===== src/sv/c8audio_pkg.sv =====
// Types, constants and the pitch table of the tone and pattern audio source.
`timescale 1ns / 1ps
package c8audio_pkg;

    localparam int AMP_W        = 15;
    localparam int SPH_W        = 21;
    localparam int CFG_IDX_W    = 2;
    localparam int CFG_DATA_W   = 21;
    localparam int TONE_F_W     = 10;
    localparam int ROOT_W       = 12;
    localparam int SHIFT_W      = 3;

    localparam int PHASE_BITS_DEFAULT = 32;
    localparam int PATTERN_BITS       = 128;
    localparam int PATTERN_BYTES      = PATTERN_BITS / 8;
    localparam int PAT_ADDR_W         = $clog2(PATTERN_BYTES);
    localparam int PAT_BIT_W          = 3;

    localparam logic [AMP_W-1:0] RESET_AMPLITUDE      = AMP_W'(8192);
    localparam logic [SPH_W-1:0] RESET_STEP_PER_HZ    = SPH_W'(89478);
    localparam logic [31:0]      RESET_PATTERN_STEP32 = 32'd2796187;

    localparam logic [TONE_F_W-1:0] TONE_BASE_HZ = TONE_F_W'(160);
    localparam logic [5:0]          CALL_MASK    = 6'h3E;

    typedef enum logic [2:0] {
        KIND_TICK     = 3'd0,
        KIND_CALL     = 3'd1,
        KIND_REGISTER = 3'd2,
        KIND_PITCH    = 3'd3,
        KIND_PATTERN  = 3'd4
    } t_kind;

    typedef enum logic [CFG_IDX_W-1:0] {
        CFG_AMPLITUDE     = 2'd0,
        CFG_STEP_PER_HZ   = 2'd1,
        CFG_FORCE_CLASSIC = 2'd2
    } t_cfg_idx;

    typedef struct packed {
        logic                  en;
        logic [PAT_ADDR_W-1:0] addr;
        logic [7:0]            data;
    } t_pat_wr;

    typedef struct packed {
        logic                  en;
        logic [PAT_ADDR_W-1:0] addr;
    } t_pat_rd;

    typedef struct packed {
        logic [ROOT_W-1:0]  root;
        logic [SHIFT_W-1:0] shift;
    } t_pitch_freq;

    // round(2000 * 2^(r/48)): one octave of pattern frequencies in Hz, 8 fraction bits.
    localparam logic [ROOT_W-1:0] ROOT_ROM [48] = '{
        12'd2000, 12'd2029, 12'd2059, 12'd2089, 12'd2119, 12'd2150, 12'd2181, 12'd2213,
        12'd2245, 12'd2278, 12'd2310, 12'd2344, 12'd2378, 12'd2413, 12'd2448, 12'd2484,
        12'd2520, 12'd2556, 12'd2594, 12'd2631, 12'd2670, 12'd2709, 12'd2748, 12'd2788,
        12'd2828, 12'd2870, 12'd2911, 12'd2954, 12'd2997, 12'd3040, 12'd3084, 12'd3129,
        12'd3175, 12'd3221, 12'd3268, 12'd3315, 12'd3364, 12'd3413, 12'd3462, 12'd3513,
        12'd3564, 12'd3615, 12'd3668, 12'd3721, 12'd3775, 12'd3830, 12'd3886, 12'd3943
    };

    // Splits pitch + 32 into an octave shift and a position within the octave.
    function automatic t_pitch_freq pitch_freq(input logic [7:0] pitch);
        logic [8:0]         k;
        logic [SHIFT_W-1:0] sh;
        logic [8:0]         r;
        t_pitch_freq        res;
        k = {1'b0, pitch} + 9'd32;
        priority if (k >= 9'd240) begin
            sh = 3'd5;
        end else if (k >= 9'd192) begin
            sh = 3'd4;
        end else if (k >= 9'd144) begin
            sh = 3'd3;
        end else if (k >= 9'd96) begin
            sh = 3'd2;
        end else if (k >= 9'd48) begin
            sh = 3'd1;
        end else begin
            sh = 3'd0;
        end
        r = k - 9'(48 * int'(sh));
        res.root  = ROOT_ROM[r[5:0]];
        res.shift = sh;
        return res;
    endfunction

endpackage


===== src/sv/c8audio_if.sv =====
// Valid/ready channel interfaces for input items and result items.
`timescale 1ns / 1ps
interface c8audio_item_if;
    logic       valid;
    logic       ready;
    logic [2:0] kind;
    logic       sound_on;
    logic [7:0] stack_depth;
    logic [15:0] program_counter;
    logic [7:0] register_value;
    logic [7:0] pitch;
    logic [3:0] pattern_index;
    logic [7:0] pattern_byte;

    modport source (
        output valid, kind, sound_on, stack_depth, program_counter,
               register_value, pitch, pattern_index, pattern_byte,
        input  ready
    );
    modport sink (
        input  valid, kind, sound_on, stack_depth, program_counter,
               register_value, pitch, pattern_index, pattern_byte,
        output ready
    );
endinterface

interface c8audio_result_if;
    logic               valid;
    logic               ready;
    logic signed [15:0] sample;

    modport source (output valid, sample, input ready);
    modport sink (input valid, sample, output ready);
endinterface


===== src/sv/c8audio_pattern_store.sv =====
// Pattern byte memory with per-entry valid bits and a registered read port.
`timescale 1ns / 1ps
module c8audio_pattern_store import c8audio_pkg::*; (
    input  logic       i_clk,
    input  logic       i_rst_n,
    input  t_pat_wr    i_wr,
    input  t_pat_rd    i_rd,
    output logic [7:0] o_rd_data
);

    logic [7:0]               r_mem [PATTERN_BYTES];
    logic [PATTERN_BYTES-1:0] r_vld;
    logic [7:0]               r_rd_data;
    logic                     r_rd_vld;

    always_ff @(posedge i_clk) begin
        if (i_wr.en) begin
            r_mem[i_wr.addr] <= i_wr.data;
        end
        if (i_rd.en) begin
            r_rd_data <= r_mem[i_rd.addr];
        end
    end

    // An entry that was never written since reset reads as zero.
    always_ff @(posedge i_clk) begin
        if (!i_rst_n) begin
            r_vld    <= '0;
            r_rd_vld <= 1'b0;
        end else begin
            if (i_wr.en) begin
                r_vld[i_wr.addr] <= 1'b1;
            end
            if (i_rd.en) begin
                r_rd_vld <= r_vld[i_rd.addr];
            end
        end
    end

    assign o_rd_data = r_rd_vld ? r_rd_data : 8'd0;

endmodule


===== src/sv/chip8_tone_and_pattern_audio.sv =====
// Top level of the CHIP-8 tone and pattern audio source.
// A tick item accepted on the input is registered in the second stage and, once the result register
// is free, in the result register, which shows its sample; other items produce no result.
// Throughput: one item per cycle unless both stages are full and the sink stalls; the phase advances
// at the accepting edge and the pattern store returns its byte in the next cycle, so back-to-back
// ticks never wait on each other. Reset is synchronous, active low; the store needs no clearing pass.
`timescale 1ns / 1ps
module chip8_tone_and_pattern_audio import c8audio_pkg::*; #(
    parameter int PHASE_BITS = PHASE_BITS_DEFAULT
) (
    input  logic                  i_clk,
    input  logic                  i_rst_n,
    c8audio_item_if.sink          i_item,
    c8audio_result_if.source      o_result,
    input  logic                  i_cfg_we,
    input  logic [CFG_IDX_W-1:0]  i_cfg_idx,
    input  logic [CFG_DATA_W-1:0] i_cfg_data
);

    localparam int PB = PHASE_BITS;

    // What the second stage has to do with a tick: emit zero, a fixed level, or
    // look at the pattern byte that the store returns.
    typedef enum logic [1:0] {
        SEL_ZERO,
        SEL_HIGH,
        SEL_LOW,
        SEL_PATTERN
    } t_sample_sel;

    // Configuration registers.
    logic [AMP_W-1:0] r_amplitude;
    logic [SPH_W-1:0] r_step_per_hz;
    logic             r_force_classic;

    // Oscillator state. The pattern bytes live in the pattern store.
    logic [PB-1:0] r_phase;
    logic [PB-1:0] r_classic_step;
    logic [PB-1:0] r_pattern_step;
    logic          r_pattern_mode;

    // Second stage (pattern store read in flight) and result register.
    logic                r_s1_valid;
    t_sample_sel         r_s1_sel;
    logic [PAT_BIT_W-1:0] r_s1_bit;
    logic                r_out_valid;
    logic signed [15:0]  r_out_sample;

    logic        accept;
    logic        s1_advance;
    logic        is_tick;
    t_kind       kind;
    logic [5:0]  call_mix;
    logic [TONE_F_W-1:0] tone_f;
    t_pitch_freq pf;
    logic [ROOT_W-1:0]   mul_a;
    logic [32:0]         mul_p;
    logic [39:0]         pat_shifted;
    logic [31:0]         tone_step32;
    logic [31:0]         pat_step32;
    logic        zero_path;
    logic        pattern_path;
    logic        classic_high;
    logic [PB-1:0] n_phase;
    t_sample_sel n_s1_sel;
    t_pat_wr     pat_wr;
    t_pat_rd     pat_rd;
    logic [7:0]  pat_byte;
    logic        s1_high;
    logic [15:0] amp_pos;
    logic [15:0] amp_neg;
    logic signed [15:0] s1_sample;
    logic        n_s1_valid;
    logic        n_out_valid;

    // The input side keeps moving as long as the second stage can hand its item on.
    assign s1_advance      = r_s1_valid && (!r_out_valid || o_result.ready);
    assign i_item.ready    = !r_s1_valid || !r_out_valid || o_result.ready;
    assign accept          = i_item.valid && i_item.ready;
    assign kind            = t_kind'(i_item.kind);
    assign is_tick         = accept && (kind == KIND_TICK);

    // Classic beep frequencies: call tone from stack depth and program counter,
    // register tone from the upper five bits of the register value.
    assign call_mix = (i_item.program_counter[6:1] + i_item.stack_depth[5:0] + 6'd1)
                      & CALL_MASK;

    always_comb begin
        if (kind == KIND_CALL) begin
            tone_f = TONE_BASE_HZ + {1'b0, call_mix, 3'b000};
        end else begin
            tone_f = TONE_BASE_HZ + {1'b0, i_item.register_value[7:3], 4'b0000};
        end
    end

    // One shared multiplier turns a frequency into a phase step. The pattern
    // frequency is an octave root from the table times a power of two, with
    // eight fraction bits that the shift removes again.
    assign pf          = pitch_freq(i_item.pitch);
    assign mul_a       = (kind == KIND_PITCH) ? pf.root : ROOT_W'(tone_f);
    assign mul_p       = 33'(mul_a) * 33'(r_step_per_hz);
    assign tone_step32 = mul_p[31:0];
    assign pat_shifted = {7'b0, mul_p} << pf.shift;
    assign pat_step32  = pat_shifted[39:8];

    // Tick decisions on the current phase.
    assign zero_path    = !r_force_classic && !i_item.sound_on;
    assign pattern_path = !r_force_classic && r_pattern_mode;
    assign classic_high = r_phase[PB-1] && (|r_phase[PB-2:0]);

    always_comb begin
        priority if (zero_path) begin
            n_phase  = '0;
            n_s1_sel = SEL_ZERO;
        end else if (pattern_path) begin
            n_phase  = r_phase + r_pattern_step;
            n_s1_sel = SEL_PATTERN;
        end else begin
            n_phase  = r_phase + r_classic_step;
            n_s1_sel = classic_high ? SEL_HIGH : SEL_LOW;
        end
    end

    // Pattern store: bytes are written by pattern items and read by ticks at the
    // byte selected by the top four phase bits.
    always_comb begin
        pat_wr.en   = accept && (kind == KIND_PATTERN);
        pat_wr.addr = i_item.pattern_index[PAT_ADDR_W-1:0];
        pat_wr.data = i_item.pattern_byte;
        pat_rd.en   = is_tick;
        pat_rd.addr = r_phase[PB-1 -: PAT_ADDR_W];
    end

    c8audio_pattern_store u_store (
        .i_clk     (i_clk),
        .i_rst_n   (i_rst_n),
        .i_wr      (pat_wr),
        .i_rd      (pat_rd),
        .o_rd_data (pat_byte)
    );

    // Second stage: pick the pattern bit, MSB first, and form the sample.
    assign amp_pos = {1'b0, r_amplitude};
    assign amp_neg = 16'd0 - amp_pos;

    always_comb begin
        unique case (r_s1_sel)
            SEL_HIGH:    s1_high = 1'b1;
            SEL_PATTERN: s1_high = pat_byte[3'd7 - r_s1_bit];
            default:     s1_high = 1'b0;
        endcase
        if (r_s1_sel == SEL_ZERO) begin
            s1_sample = 16'sd0;
        end else if (s1_high) begin
            s1_sample = signed'(amp_pos);
        end else begin
            s1_sample = signed'(amp_neg);
        end
    end

    always_comb begin
        if (is_tick) begin
            n_s1_valid = 1'b1;
        end else if (s1_advance) begin
            n_s1_valid = 1'b0;
        end else begin
            n_s1_valid = r_s1_valid;
        end
        if (s1_advance) begin
            n_out_valid = 1'b1;
        end else if (o_result.ready) begin
            n_out_valid = 1'b0;
        end else begin
            n_out_valid = r_out_valid;
        end
    end

    // Configuration writes; an index past the register list is ignored.
    always_ff @(posedge i_clk) begin
        if (!i_rst_n) begin
            r_amplitude     <= RESET_AMPLITUDE;
            r_step_per_hz   <= RESET_STEP_PER_HZ;
            r_force_classic <= 1'b0;
        end else if (i_cfg_we) begin
            unique case (t_cfg_idx'(i_cfg_idx))
                CFG_AMPLITUDE:     r_amplitude     <= i_cfg_data[AMP_W-1:0];
                CFG_STEP_PER_HZ:   r_step_per_hz   <= i_cfg_data[SPH_W-1:0];
                CFG_FORCE_CLASSIC: r_force_classic <= i_cfg_data[0];
                default: ;
            endcase
        end
    end

    // Oscillator state updates only on accepted items.
    always_ff @(posedge i_clk) begin
        if (!i_rst_n) begin
            r_phase        <= '0;
            r_classic_step <= '0;
            r_pattern_step <= RESET_PATTERN_STEP32[31 -: PB];
            r_pattern_mode <= 1'b0;
        end else if (accept) begin
            unique case (kind)
                KIND_TICK: begin
                    r_phase <= n_phase;
                end
                KIND_CALL, KIND_REGISTER: begin
                    r_classic_step <= tone_step32[31 -: PB];
                end
                KIND_PITCH: begin
                    r_pattern_step <= pat_step32[31 -: PB];
                    r_pattern_mode <= 1'b1;
                end
                KIND_PATTERN: begin
                    // A byte of all zeros or all ones does not switch on pattern mode by itself.
                    if (i_item.pattern_byte != 8'h00 && i_item.pattern_byte != 8'hFF) begin
                        r_pattern_mode <= 1'b1;
                    end
                end
                default: ;
            endcase
        end
    end

    // Pipeline control.
    always_ff @(posedge i_clk) begin
        if (!i_rst_n) begin
            r_s1_valid  <= 1'b0;
            r_out_valid <= 1'b0;
        end else begin
            r_s1_valid  <= n_s1_valid;
            r_out_valid <= n_out_valid;
        end
    end

    // Pipeline payload.
    always_ff @(posedge i_clk) begin
        if (is_tick) begin
            r_s1_sel <= n_s1_sel;
            r_s1_bit <= r_phase[PB-1-PAT_ADDR_W -: PAT_BIT_W];
        end
        if (s1_advance) begin
            r_out_sample <= s1_sample;
        end
    end

    assign o_result.valid  = r_out_valid;
    assign o_result.sample = r_out_sample;

endmodule


===== src/flat_wrapper.sv =====
// flat-port wrapper written by rule: the top's interface ports become plain ports
module chip8_tone_and_pattern_audio_flat import c8audio_pkg::*;
#(
    parameter int PHASE_BITS = PHASE_BITS_DEFAULT
)
  (i_clk, i_rst_n, i_cfg_we, i_cfg_idx, i_cfg_data, i_item_valid, i_item_kind, i_item_sound_on, i_item_stack_depth, i_item_program_counter, i_item_register_value, i_item_pitch, i_item_pattern_index, i_item_pattern_byte, i_item_ready, o_result_valid, o_result_sample, o_result_ready);
  c8audio_item_if i_item_i ();
  c8audio_result_if o_result_i ();
  input  logic i_clk;
  input  logic i_rst_n;
  input  logic i_cfg_we;
  input  logic [CFG_IDX_W-1:0] i_cfg_idx;
  input  logic [CFG_DATA_W-1:0] i_cfg_data;
  input wire logic [$bits(i_item_i.valid)-1:0] i_item_valid;
  input wire logic [$bits(i_item_i.kind)-1:0] i_item_kind;
  input wire logic [$bits(i_item_i.sound_on)-1:0] i_item_sound_on;
  input wire logic [$bits(i_item_i.stack_depth)-1:0] i_item_stack_depth;
  input wire logic [$bits(i_item_i.program_counter)-1:0] i_item_program_counter;
  input wire logic [$bits(i_item_i.register_value)-1:0] i_item_register_value;
  input wire logic [$bits(i_item_i.pitch)-1:0] i_item_pitch;
  input wire logic [$bits(i_item_i.pattern_index)-1:0] i_item_pattern_index;
  input wire logic [$bits(i_item_i.pattern_byte)-1:0] i_item_pattern_byte;
  output wire logic [$bits(i_item_i.ready)-1:0] i_item_ready;
  output wire logic [$bits(o_result_i.valid)-1:0] o_result_valid;
  output wire logic [$bits(o_result_i.sample)-1:0] o_result_sample;
  input wire logic [$bits(o_result_i.ready)-1:0] o_result_ready;
  assign i_item_i.valid = i_item_valid;
  assign i_item_i.kind = i_item_kind;
  assign i_item_i.sound_on = i_item_sound_on;
  assign i_item_i.stack_depth = i_item_stack_depth;
  assign i_item_i.program_counter = i_item_program_counter;
  assign i_item_i.register_value = i_item_register_value;
  assign i_item_i.pitch = i_item_pitch;
  assign i_item_i.pattern_index = i_item_pattern_index;
  assign i_item_i.pattern_byte = i_item_pattern_byte;
  assign i_item_ready = i_item_i.ready;
  assign o_result_valid = o_result_i.valid;
  assign o_result_sample = o_result_i.sample;
  assign o_result_i.ready = o_result_ready;
  chip8_tone_and_pattern_audio #(.PHASE_BITS(PHASE_BITS)) u_core (.i_clk(i_clk), .i_rst_n(i_rst_n), .i_item(i_item_i), .o_result(o_result_i), .i_cfg_we(i_cfg_we), .i_cfg_idx(i_cfg_idx), .i_cfg_data(i_cfg_data));
endmodule

===== config.mk =====
export PLATFORM = sky130hd
export DESIGN_NAME = chip8_tone_and_pattern_audio_flat
export DESIGN_NICKNAME = d
export VERILOG_FILES = /design/src/sv/c8audio_pkg.sv /design/src/sv/c8audio_if.sv /design/src/sv/c8audio_pattern_store.sv /design/src/sv/chip8_tone_and_pattern_audio.sv /design/src/flat_wrapper.sv
export SDC_FILE = /design/constraint.sdc
export NUM_CORES = 1
export LEC_CHECK = 0
export ABC_AREA = 1
export BUFFER_PORTS_ARGS = -buffer_cell sky130_fd_sc_hd__buf_2
export CAP_MARGIN = 25
export CELL_PAD_IN_SITES_DETAIL_PLACEMENT = 0
export CELL_PAD_IN_SITES_GLOBAL_PLACEMENT = 2
export CORE_MARGIN = 2
export CORE_UTILIZATION = 39
export CTS_BUF_LIST = sky130_fd_sc_hd__clkbuf_2 sky130_fd_sc_hd__clkbuf_4 sky130_fd_sc_hd__clkbuf_8
export DETAILED_ROUTE_END_ITERATION = 12
export PLACE_DENSITY = 0.9
export SLEW_MARGIN = 20
export SYNTH_ARGS = -nofsm -noshare
export SYNTH_HDL_FRONTEND = slang
export SYNTH_SLANG_ARGS = --single-unit

===== constraint.sdc =====
create_clock -name i_clk -period 10 [get_ports i_clk]
set_clock_uncertainty 0.15 [all_clocks]
set_input_delay 0 -clock i_clk [delete_from_list [all_inputs] [get_ports i_clk]]
set_output_delay 0 -clock i_clk [all_outputs]
set_load 0.01 [all_outputs]

==> flow_summary_export.csv <==
group,metric,value,unit
power_and_ir_drop,pwr-share-clk,0.176,
layout,drive_gt1_frac,0.0802,
layout,layout_common_cells,"639 x nand2_1, 517 x inv_1, 352 x nor2_1",
global_routing,grt_use_total,0.240,
cts,cts.clk_slew.worst_paths,0.06,ns
setup_path,crit_slowest_cell,"nand3_1",
route,ant_nets,0,
floorplanning,design.core.area,64500,µm²
floorplanning,die_w,259,µm
synth,ys_seq_area_frac,0.306,
floorplanning,die_h,259,µm
power_and_ir_drop,p_sw,3710,µW
cts,numCtsBuffers,54,
power_and_ir_drop,leakage,0.0131,µW
setup_path,crit_path_frequent_cell,"nand2_1",
job,cap_violations,0,
route,firstDrtPassIters,6,
placement,place_hpwl,58700,µm
floorplanning,initial_core_util,0.395,
synth,synth.distinct_cells,54,
layout,fillers,6640,
timing,relSlewSlack,0.294,
cts,clock_latency,0.69,ns
synth,async_flop_share,0,
route,drtIter0Drc,1821,
setup_path,cpPeakStageDelay,0.62,ns
timing,max_freq,117,MHz
power_and_ir_drop,power_frac_comb,0.628,
layout,fin_util,0.443,
route,routed_wl,80000,µm
cts,h-tree-depth,2,
status,status,"finished, final reports clean",
route,wl_per_cell,18.5,µm
layout,final_nets,3827,
timing,hold_viol,0,
cts,cts_tree,"yes",
worst_hold_path,hp-class,"in2reg",
floorplanning,rows,93,
cts,cts_setup_buffers,0,
timing,final.period_utilization,0.854,
timing,rsz0062_at_grt,"no",
synth,netlist_area,25400,µm²
route,drc,0,
placement,gp_congestion,0.894,
synth,syn_nets,3725,
layout,final_common_cell,"nand2_1",
power_and_ir_drop,p_sw_frac,0.516,
timing,setup_violations,0,
power_and_ir_drop,seqPwrFrac,0.196,
route,vias_per_cell,5.35,
global_routing,first_global_vias,23248,
cts,root_buffer,"clkbuf_8",
placement,place_area,26600,µm²
layout,area_delta_synth_final,12.2,%
global_routing,antenna_found_initial,4,
synth,synth.avg_cell_area,7.66,µm²
floorplanning,io_pins,102,
power_and_ir_drop,power_density,252,nW/µm²
synth,ys_ff_latch,310,
setup_path,end_kind,"register",
global_routing,grt_overflow,0,
synth,synthTopCellsByArea,"edfxtp_1 19%, fa_1 15%, dfxtp_1 12%",
synth,synth-edff-count,157,
cts,cts_num_sinks,310,
synth,synth_top_area_cell,"edfxtp_1",
cts,cts_buffer_depth,3,
placement,io_buffers,86,
synth,synth_top_area_share,0.185,
setup_path,critPathKind,"in2reg",
setup_path,worstPathRequired,10.42,ns
power_and_ir_drop,max-vdd-ir-drop,0.214,mV
synth,yosys_warnings,0,
synth,ys.flop_type,"edfxtp_1",
timing,hold_ws,0.0695,ns
floorplanning,dieArea,67300,µm²
setup_path,path_max_fanout,15,
timing,slew_violations,0,
timing,finalSetupTns,0,ns
synth,syn_inst,3322,
setup_path,arrival,8.96,ns
setup_path,start_kind,"primary input",
power_and_ir_drop,internal_power,3480,µW
timing,tightestPinTransition,1.06,ns
global_routing,grt_max_degree,83,
route,vias,23129,
global_routing,grt_pass1_wl,127000,µm
layout,stdcell_area,28500,µm²
timing,min_period,8.54,ns
==> cells by family (layout without fill, tap and decap cells) <==
family | Yosys count | after routing | synth area share
xor gates and xnor gates | 24 | 24 | 0.00826
adders and majority gates | 319 | 319 | 0.214
muxes | 3 | 3 | 0.00118
other | 0 | 4 | 0
and+or+nand+nor | 1459 | 1459 | 0.250
buffers and inverters | 690 | 834 | 0.105
AOI/OAI and AO/OA | 517 | 517 | 0.116
DFF | 310 | 310 | 0.306
==> stage by stage <==
stage	power, µW	setup slack [ns]	std cells
after floorplan	4480	2.52	3322
after global placement	5940	1.01	4138
after detailed placement	5950	1.02	4140
after CTS	7260	1.56	4321
after global routing	7880	0.882	4324
final	7180	1.46	4325
==> per-layer routing <==
metal	wire, µm	GRT usage
met5	0	0
met4	2750	0.0845
met3	5250	0.0396
met2	38000	0.410
met1	34000	0.305
==> worst max-delay path, delay by kind of cell <==
kind / cells / cell delay [ns]
fa+ha+maj: 8 / 3.87
simple gates: 21 / 3.15
buf+inv: 10 / 1.50
compound gates: 2 / 0.44
==> layout make-up <==
| class | count | area [µm²] | area share |
|---|---|---|---|
| Tap cell | 855 | 1070 | 0.0375 |
| Antenna cell | 4 | 10.0 | 0.000351 |
| Multi-Input combinational cell | 2322 | 15000 | 0.526 |
| Timing Repair Buffer | 202 | 1510 | 0.0530 |
| Clock inverter | 24 | 251 | 0.00881 |
| Sequential cell | 310 | 7780 | 0.273 |
| Clock buffer | 74 | 893 | 0.0313 |
| Inverter | 534 | 2010 | 0.0703 |
==> sequential cells by signal, summed over array words and instances, names as in the netlist, 2 cells and up <==
signal                    flops
u_core.r_step_per_hz         21
u_core.r_amplitude           15
u_core.u_store.r_rd_data      8
u_core.u_store.r_mem        128
u_core.r_phase               32
u_core.o_result.sample       16
u_core.u_store.r_vld         16
u_core.r_pattern_step        32
u_core.r_s1_bit               3
u_core.r_classic_step        32
u_core.r_s1_sel               2
==> power groups by stage <==
| stage | clock, µW | sequential (µW) | combinational, µW |
|---|---|---|---|
| floorplan | 0 | 1420 | 3060 |
| global placement | 0 | 1430 | 4500 |
| detailed placement | 0 | 1440 | 4520 |
| CTS | 1290 | 1410 | 4560 |
| global route | 1350 | 1410 | 5120 |
| finish | 1260 | 1410 | 4510 |
==> worst paths after layout <==
path | startpoint | endpoint | slack [ns] | depth (start not counted)
max | i_item_pitch[6] | u_core.r_pattern_step[25]$_SDFFE_PN0P_ | 1.46 | 41
min | i_cfg_data[3] | u_core.r_amplitude[3]$_SDFFE_PN0P_ | 0.07 | 4
max reg2reg | u_core.r_step_per_hz[6]$_SDFFE_PN0P_ | u_core.r_pattern_step[13]$_SDFFE_PN1P_ | 3.81 | 23
min reg2reg | u_core.r_classic_step[0]$_SDFFE_PN0P_ | u_core.r_classic_step[0]$_SDFFE_PN0P_ | 0.29 | 2
==> cells in the mapped netlist, types with 4 or more instances <==
master and n:
buf_1 22, o32ai_1 33, nor2_1 355, o21ai_0 190
fa_1 192, nor3_1 28, dfxtp_1 153, clkinv_1 7
a21o_1 7, nand3b_1 7, o21bai_1 4, o211ai_1 29
inv_1 518, nand4_1 99, nor3b_1 4, or2_2 16
xnor2_1 13, a21oi_1 183, o221ai_1 6, nand2_1 639
edfxtp_1 157, o21ai_1 6, nor4_1 13, o21a_1 10
nand3_2 8, xor2_1 11, ha_1 127, nand2_2 7
o22ai_1 18, a21boi_0 12, inv_2 8, clkbuf_1 96
a31oi_1 8, buf_2 29, nand3_1 261, buf_4 7
nor2_2 10
==> what timing repair did <==
action | in CTS | in global routing
endpoints found under the hold margin | 381 | 0
resized for setup | 0 | 0
hold buffers | 83 | 0
No activity file was read; power rests on OpenSTA's default activity.
